<file path="src/rtl/apa_sfb_pkg.sv">
// Shared types, constants and helper functions of the APA102 frame builder.
package apa_sfb_pkg;

  localparam int MAX_LEDS = 32;
  localparam int IDX_W    = (MAX_LEDS > 1) ? $clog2(MAX_LEDS) : 1;
  localparam int CNT_W    = $clog2(MAX_LEDS + 2);
  localparam int LEN_W    = 6;
  localparam int BRIGHT_W = 5;
  localparam int COLOUR_W = 24;
  localparam int PCT_W    = 7;
  localparam int PROD_W   = 12;
  localparam int QUOT_W   = 23;
  localparam int RECIP_SH = 17;

  localparam logic [BRIGHT_W-1:0] BRIGHT_RESET = 5'd31;
  localparam logic [LEN_W-1:0]    LEN_RESET    = 6'd1;
  localparam logic [PROD_W-1:0]   BRIGHT_MAX   = 12'd31;
  localparam logic [PROD_W-1:0]   PCT_FULL     = 12'd100;
  // ceil(2^17 / 100): exact floor(x / 100) for x up to 3100
  localparam logic [QUOT_W-1:0]   RECIP_100    = 23'd1311;
  localparam logic [7:0]          LED_HDR      = 8'hE0;
  localparam logic [7:0]          END_BYTE     = 8'hFF;
  localparam logic [6:0]          END_ROUND    = 7'd15;
  localparam logic [2:0]          FULL_BYTES   = 3'd4;

  typedef enum logic [1:0] {
    FUNC_ENABLE = 2'd0,
    FUNC_BRIGHT = 2'd1,
    FUNC_COLOUR = 2'd2,
    FUNC_FLUSH  = 2'd3
  } func_t;

  typedef enum logic {
    CFG_STRIP_LEN      = 1'b0,
    CFG_DEFAULT_BRIGHT = 1'b1
  } cfg_index_t;

  typedef enum logic {
    ST_IDLE,
    ST_ISSUE
  } state_t;

  typedef enum logic [1:0] {
    WK_START,
    WK_LED,
    WK_END
  } kind_t;

  typedef struct packed {
    logic                colour_we;
    logic                bright_we;
    logic                enable_we;
    logic                bright_reload;
    logic [IDX_W-1:0]    addr;
    logic [COLOUR_W-1:0] colour;
    logic [BRIGHT_W-1:0] bright;
    logic                enable;
  } store_wr_t;

  typedef struct packed {
    logic [COLOUR_W-1:0] colour;
    logic [BRIGHT_W-1:0] bright;
    logic                enable;
  } store_rd_t;

  // Effective LED count: zero means one, saturate at the built maximum.
  function automatic logic [LEN_W-1:0] strip_count(input logic [LEN_W-1:0] len);
    logic [LEN_W-1:0] n;
    n = len;
    if (len == '0) n = LEN_RESET;
    else if (32'(len) > MAX_LEDS) n = LEN_W'(MAX_LEDS);
    return n;
  endfunction

  // pct*31/100, truncating, percent saturated at 100.
  function automatic logic [BRIGHT_W-1:0] pct_to_bright(input logic [PCT_W-1:0] pct);
    logic [PROD_W-1:0] p;
    logic [PROD_W-1:0] prod;
    logic [QUOT_W-1:0] quot;
    p = PROD_W'(pct);
    if (p > PCT_FULL) p = PCT_FULL;
    prod = p * BRIGHT_MAX;
    quot = QUOT_W'(prod) * RECIP_100;
    return quot[RECIP_SH +: BRIGHT_W];
  endfunction

endpackage

</file>
<file path="src/rtl/apa_sfb_store.sv">
// Per-LED store: colour and brightness memories, enable and valid bits.
module apa_sfb_store import apa_sfb_pkg::*; (
  input  logic                clk,
  input  logic                rst,
  input  store_wr_t           wr,
  input  logic                rd_en,
  input  logic [IDX_W-1:0]    rd_addr,
  input  logic [BRIGHT_W-1:0] default_bright,
  output store_rd_t           rd
);

  logic [COLOUR_W-1:0] colour_mem [MAX_LEDS];
  logic [BRIGHT_W-1:0] bright_mem [MAX_LEDS];

  // Valid bits stand in for the reset / reload value of each entry.
  logic [MAX_LEDS-1:0] colour_valid;
  logic [MAX_LEDS-1:0] bright_valid;
  logic [MAX_LEDS-1:0] enable_bits;

  logic [COLOUR_W-1:0] colour_q;
  logic [BRIGHT_W-1:0] bright_q;
  logic                colour_valid_q;
  logic                bright_valid_q;
  logic                enable_q;

  always_ff @(posedge clk) begin
    if (wr.colour_we) begin
      colour_mem[wr.addr] <= wr.colour;
    end
    if (wr.bright_we) begin
      bright_mem[wr.addr] <= wr.bright;
    end
  end

  always_ff @(posedge clk) begin
    if (rst) begin
      colour_valid <= '0;
      bright_valid <= '0;
      enable_bits  <= '0;
    end else begin
      if (wr.colour_we) begin
        colour_valid[wr.addr] <= 1'b1;
      end
      if (wr.enable_we) begin
        enable_bits[wr.addr] <= wr.enable;
      end
      if (wr.bright_reload) begin
        bright_valid <= '0;
      end else if (wr.bright_we) begin
        bright_valid[wr.addr] <= 1'b1;
      end
    end
  end

  // Registered read; holds while rd_en is low.
  always_ff @(posedge clk) begin
    if (rd_en) begin
      colour_q       <= colour_mem[rd_addr];
      bright_q       <= bright_mem[rd_addr];
      colour_valid_q <= colour_valid[rd_addr];
      bright_valid_q <= bright_valid[rd_addr];
      enable_q       <= enable_bits[rd_addr];
    end
  end

  assign rd.colour = colour_valid_q ? colour_q : '0;
  assign rd.bright = bright_valid_q ? bright_q : default_bright;
  assign rd.enable = enable_q;

endmodule

</file>
<file path="src/rtl/apa102_strip_frame_builder_top.sv">
// Top level of the APA102 strip frame builder.
// Holds per-LED enable, 24-bit colour and 5-bit brightness, and on a flush
// word streams the strip frame as 32-bit words, first byte in bits 31..24:
// a zero start word, one word per LED (0xE0|brightness, blue, green, red, or
// 0xE0,0,0,0 for a disabled LED) and an end word of max(1,(N+15)/16) 0xFF
// bytes flagged by last_word. Set words (enable, brightness percent, colour)
// are accepted back to back while no flush runs; a set word to an index
// at or beyond the LED count is dropped. A flush holds in_stall while the
// sequencer walks the store one entry per cycle, unless the output is
// stalled, through the single registered read port of the colour and
// brightness memories; the output then delivers one word per cycle when
// out_stall is low. The output register decouples the two sides, so a new
// input word can be taken while the tail of a frame is still draining.
// Entries reset by valid bits: no clearing pass after reset, and writing
// default_brightness reloads every brightness entry at once. Configuration
// must be written while idle.
module apa102_strip_frame_builder_top import apa_sfb_pkg::*; (
  input  logic                clk,
  input  logic                rst,
  // configuration port
  input  logic                cfg_we,
  input  logic                cfg_index,
  input  logic [LEN_W-1:0]    cfg_data,
  // input channel
  input  logic                in_valid,
  output logic                in_stall,
  input  logic [1:0]          func,
  input  logic [4:0]          led_index,
  input  logic                turn_on,
  input  logic [PCT_W-1:0]    percent,
  input  logic [7:0]          red,
  input  logic [7:0]          green,
  input  logic [7:0]          blue,
  // output channel
  output logic                out_valid,
  input  logic                out_stall,
  output logic [31:0]         frame_word,
  output logic [2:0]          byte_count,
  output logic                last_word
);

  // configuration registers
  logic [LEN_W-1:0]    strip_length;
  logic [BRIGHT_W-1:0] default_bright;

  always_ff @(posedge clk) begin
    if (rst) begin
      strip_length   <= LEN_RESET;
      default_bright <= BRIGHT_RESET;
    end else if (cfg_we) begin
      unique case (cfg_index_t'(cfg_index))
        CFG_STRIP_LEN:      strip_length   <= cfg_data;
        CFG_DEFAULT_BRIGHT: default_bright <= cfg_data[BRIGHT_W-1:0];
        default: ;
      endcase
    end
  end

  logic [LEN_W-1:0] n_leds;
  assign n_leds = strip_count(strip_length);

  // end frame size
  logic [6:0]  end_sum;
  logic [2:0]  tail_bytes;
  logic [31:0] end_word;
  assign end_sum    = 7'(n_leds) + END_ROUND;
  assign tail_bytes = (end_sum[6:4] == 3'd0) ? 3'd1 : end_sum[6:4];
  always_comb begin
    end_word = '0;
    for (int i = 0; i < 4; i++) begin
      if (3'(i) < tail_bytes) end_word[31-8*i -: 8] = END_BYTE;
    end
  end

  // input side
  state_t state, state_next;
  logic   in_acc;
  logic   idx_ok;
  assign in_stall = (state == ST_ISSUE);
  assign in_acc   = in_valid && !in_stall;
  assign idx_ok   = (LEN_W'(led_index) < n_leds);

  store_wr_t wr;
  always_comb begin
    wr               = '0;
    wr.addr          = IDX_W'(led_index);
    wr.colour        = {red, green, blue};
    wr.bright        = pct_to_bright(percent);
    wr.enable        = turn_on;
    wr.bright_reload = cfg_we && (cfg_index_t'(cfg_index) == CFG_DEFAULT_BRIGHT);
    if (in_acc && idx_ok) begin
      unique case (func_t'(func))
        FUNC_ENABLE: wr.enable_we = 1'b1;
        FUNC_BRIGHT: wr.bright_we = 1'b1;
        FUNC_COLOUR: wr.colour_we = 1'b1;
        FUNC_FLUSH:  ;
        default:     ;
      endcase
    end
  end

  // flush sequencer
  logic [CNT_W-1:0] issue_cnt, issue_cnt_next;
  logic             advance;
  logic             issue_go;
  logic             rd_en;
  kind_t            issue_kind;
  logic [CNT_W-1:0] last_cnt;

  assign advance  = !out_valid || !out_stall;
  assign last_cnt = CNT_W'(n_leds) + CNT_W'(1);

  always_ff @(posedge clk) begin
    if (rst) begin
      state     <= ST_IDLE;
      issue_cnt <= '0;
    end else begin
      state     <= state_next;
      issue_cnt <= issue_cnt_next;
    end
  end

  always_comb begin
    state_next     = state;
    issue_cnt_next = issue_cnt;
    issue_go       = 1'b0;
    issue_kind     = WK_LED;
    if (issue_cnt == '0) issue_kind = WK_START;
    else if (issue_cnt == last_cnt) issue_kind = WK_END;
    unique case (state)
      ST_IDLE: begin
        if (in_acc && func_t'(func) == FUNC_FLUSH) begin
          state_next     = ST_ISSUE;
          issue_cnt_next = '0;
        end
      end
      ST_ISSUE: begin
        if (advance) begin
          issue_go       = 1'b1;
          issue_cnt_next = issue_cnt + CNT_W'(1);
          if (issue_cnt == last_cnt) state_next = ST_IDLE;
        end
      end
      default: state_next = ST_IDLE;
    endcase
  end

  assign rd_en = issue_go && (issue_kind == WK_LED);

  logic [CNT_W-1:0] rd_cnt;
  assign rd_cnt = issue_cnt - CNT_W'(1);

  store_rd_t rd;

  apa_sfb_store u_store (
    .clk            (clk),
    .rst            (rst),
    .wr             (wr),
    .rd_en          (rd_en),
    .rd_addr        (rd_cnt[IDX_W-1:0]),
    .default_bright (default_bright),
    .rd             (rd)
  );

  // stage 1: word kind aligned with memory read data
  logic  s1_valid;
  kind_t s1_kind;

  always_ff @(posedge clk) begin
    if (rst) begin
      s1_valid <= 1'b0;
    end else if (advance) begin
      s1_valid <= issue_go;
    end
  end

  always_ff @(posedge clk) begin
    if (advance) begin
      s1_kind <= issue_kind;
    end
  end

  // word formatting
  logic [31:0] word_next;
  logic [2:0]  count_next;
  logic        last_next;

  always_comb begin
    word_next  = '0;
    count_next = FULL_BYTES;
    last_next  = 1'b0;
    case (s1_kind)
      WK_START: word_next = '0;
      WK_LED: begin
        if (rd.enable) begin
          word_next = {LED_HDR | 8'(rd.bright), rd.colour[7:0], rd.colour[15:8],
                       rd.colour[23:16]};
        end else begin
          word_next = {LED_HDR, 24'd0};
        end
      end
      WK_END: begin
        word_next  = end_word;
        count_next = tail_bytes;
        last_next  = 1'b1;
      end
      default: ;
    endcase
  end

  // output register
  always_ff @(posedge clk) begin
    if (rst) begin
      out_valid <= 1'b0;
    end else if (advance) begin
      out_valid <= s1_valid;
    end
  end

  always_ff @(posedge clk) begin
    if (advance) begin
      frame_word <= word_next;
      byte_count <= count_next;
      last_word  <= last_next;
    end
  end

endmodule

</file>
<file path="config.mk">
export PLATFORM = sky130hd
export DESIGN_NAME = apa102_strip_frame_builder_top
export DESIGN_NICKNAME = d
export VERILOG_FILES = /design/src/rtl/apa_sfb_pkg.sv /design/src/rtl/apa_sfb_store.sv /design/src/rtl/apa102_strip_frame_builder_top.sv
export SDC_FILE = /design/constraint.sdc
export NUM_CORES = 2
export LEC_CHECK = 0
export BUFFER_PORTS_ARGS = -buffer_cell sky130_fd_sc_hd__buf_4
export CAP_MARGIN = 20
export CORE_ASPECT_RATIO = 0.8
export CORE_MARGIN = 8
export CORE_UTILIZATION = 30
export CTS_BUF_LIST = sky130_fd_sc_hd__clkbuf_2
export DETAILED_ROUTE_END_ITERATION = 10
export PLACE_DENSITY_LB_ADDON = 0.05
export SLEW_MARGIN = 20
export SYNTH_ARGS = -nofsm -noshare
export SYNTH_HDL_FRONTEND = slang
export SYNTH_SLANG_ARGS = --single-unit
</file>
<file path="constraint.sdc">
create_clock -name clk -period 22.8 [get_ports clk]
set_input_delay 2.28 -clock clk [delete_from_list [all_inputs] [get_ports clk]]
set_output_delay 2.28 -clock clk [all_outputs]
set_load 0.05 [all_outputs]
</file>
==> results.py <==
metrics = {
    "placement": {
        "port_buffers": 88,
        "hpwl_um": 73500,
        "gp_congestion": 0.742,
    },
    "synthesis": {
        "ys_seq_elements": 1112,
        "avgSynthCellArea_um2": 18.7,
        "synth_compound_area_frac": 0.0210,
        "seq_area_frac_synth": 0.692,
        "synth_ff_type": "edfxtp_1",
        "yosys_warnings": 0,
        "yosysTopAreaCellShare": 0.643,
        "synth_xor_area_frac": 0.00809,
        "ys_top_cells_by_area": "edfxtp_1 64%, mux4_2 15%, dfxtp_1 5.0%",
        "synth-edff-count": 996,
        "synthTopCellsByCount": "996 x edfxtp_1, 320 x mux4_2, 175 x nor2_1",
        "yosys.area_share.simple": 0.0409,
        "synth_top_area_cell": "edfxtp_1",
        "synthCells": 2490,
        "synth_fa_ha_area_frac": 0.0517,
        "synth_async_sr_flop_share": 0,
        "syn_nets": 2704,
        "synth_top_family_by_area": "multiplexers",
        "synth.most_common_cell": "edfxtp_1",
        "synthDistinctLibCells": 57,
        "synthMuxAreaShare": 0.165,
        "synth_area_mm2": 0.0465,
    },
    "worst_setup_path": {
        "start_kind": "input pin",
        "crit_type": "input pin to flop",
        "cp_common_cell": "fa_1",
        "endpoint_kind": "flop",
        "cp_max_fo": 32,
        "cp.required_ns": 24.08,
        "crit_arrival_ns": 11.49,
        "max_stage_delay_ns": 0.65,
        "slowest_stage": "xnor2_4",
    },
    "die": {
        "start_util": 0.302,
        "die_area_mm2": 0.168,
        "rows": 129,
        "io_pins": 89,
        "core_area_mm2": 0.154,
        "die_h_um": 368,
        "dieWidth_um": 456,
    },
    "timing": {
        "period_minus_slack_ns": 10.21,
        "finalSetupTns_ns": 0,
        "setup_viol": 0,
        "fin_worst_skew_ns": 0.144,
        "max_freq_mhz": 97.9,
        "finalHoldViolCount": 0,
        "slew_headroom": 0.272,
        "rsz0062_at_grt": "false",
        "finalCritPeriodShare": 0.448,
        "worst_pin_slew_ns": 1.09,
        "maxSlewViolCount": 0,
    },
    "route": {
        "wl_per_cell_um": 26.7,
        "wl_um": 135000,
        "drt_iter0_drc": 2128,
        "vias": 24900,
        "drc": 0,
        "final_antenna_net_count": 0,
        "drt-pass1-iter-count": 5,
        "vias_per_cell": 4.90,
    },
    "final_layout": {
        "multi_input_area_mm2": 0.0137,
        "regArea_mm2": 0.0322,
        "fillers": 14700,
        "fin_nets": 3042,
        "area_growth_pct": 13.2,
        "drive_gt1_frac": 0.353,
    },
    "global_routing": {
        "track_usage": 0.159,
        "grt_overflow": 0,
        "antenna_found_initial": 16,
        "grt_pass1_wl_um": 194000,
        "grt_pass1_vias": 26600,
        "grt_max_degree": 87,
    },
    "run": {
        "max-cap-violations": 0,
    },
    "clock_network": {
        "cts_setup_buffers": 0,
        "cts.sinks": 1112,
        "clk_latency_ns": 1.63,
        "clk_pin_slew_ns": 0.08,
        "cts_max_level": 5,
        "cts_resized": 0,
        "hold_buffers": 0,
        "numCtsBuffers": 312,
        "cts_tree": "built",
        "clockBufferDepth": 4,
        "clockRootBuffer": "clkbuf_2",
    },
    "outcome": {
        "status": "finished, final reports clean",
    },
    "hold_path": {
        "hp-class": "flop to flop",
    },
}
path summary, 6_finish.rpt:
path	startpoint	endpoint	slack [ns]	depth (start not counted)
setup reg to reg	issue_cnt[0]	u_store.bright_valid_q	17.14	7
hold / removal	u_store.enable_bits[20]	u_store.enable_bits[20]	0.46	2
hold reg to reg	u_store.enable_bits[20]	u_store.enable_bits[20]	0.46	2
setup / recovery	percent[0]	u_store.bright_mem[4][4]	12.59	31
area by class of cell:
cell class | count | area share
repair buffers | 156 | 0.0225
inverters | 104 | 0.00741
clock inverters | 56 | 0.00563
multi-input cells | 1142 | 0.260
well taps | 2030 | 0.0482
flip-flops and latches | 1112 | 0.612
clock buffers | 464 | 0.0441
diodes | 7 | 0.000332
cell usage in the layout, fill, tap and decap left out, types with 5 or more instances in the layout:
master,instances
nor2_1,167
nor3_2,38
diode_2,7
a21o_1,19
nor2_4,8
or2_2,5
and2_1,14
a211o_1,6
ha_1,113
o21ai_1,20
nand4_1,20
a21oi_1,73
nand2_1,71
mux2i_1,6
and3_1,9
nand2b_1,13
xnor2_1,21
xor2_1,14
buf_4,155
mux4_2,320
clkinv_2,6
mux2_2,37
nand3_1,26
nor2b_1,6
clkbuf_2,464
inv_1,104
o21ai_0,12
fa_1,49
edfxtp_1,996
clkinv_1,44
nor3_1,16
o21ai_2,10
dfxtp_1,115
worst max-delay path: cells and delay by family:
kind / cells / cell delay (ns)
buf+inv: 6 / 0.41
xor+xnor: 3 / 1.27
compound gates: 11 / 2.68
fa+ha+maj: 10 / 4.56
simple gates: 1 / 0.26
logic make-up after synthesis:
kind of cell             Yosys count
flip-flops                      1112
AND/OR/NAND/NOR                  412
multiplexers                     363
buffers and inverters            236
adder cells (fa/ha/maj)          163
AO/OA/AOI/OAI                    161
XOR/XNOR                          43
metal layers:
layer / routed length (um) / up-vias / GRT usage
li1: - / 10700 / -
met4: 3000 / 2 / 0.0493
met2: 63100 / 728 / 0.252
met5: 9 / - / 0
met3: 6970 / 257 / 0.0341
met1: 62400 / 13200 / 0.221
stage by stage:
step	cells	utilization	area, um^2	setup WS [ns]	hold WS (ns)
2_1_floorplan	2490	-	46500	11.78	0.431
3_3_place_gp	4544	0.324	50000	10.99	0.439
3_5_place_dp	4544	0.324	50000	10.62	0.448
4_1_cts	5064	0.341	52700	12.50	0.464
5_1_grt	5070	0.342	52700	12.31	0.492
6_report	5071	0.342	52700	12.59	0.460
state kept, by name, summed over array words and instances, names as in the netlist, 6 cells and up:
register	count
u_store.colour_mem	768
u_store.bright_mem	160
u_store.bright_valid	32
u_store.colour_valid	32
u_store.enable_bits	32
frame_word	30
u_store.colour_q	24
issue_cnt	6
strip_length	6
Power is left out: the tool's default activity adds up to more than one toggle a clock period on the data nets, which glitch-free logic cannot reach.
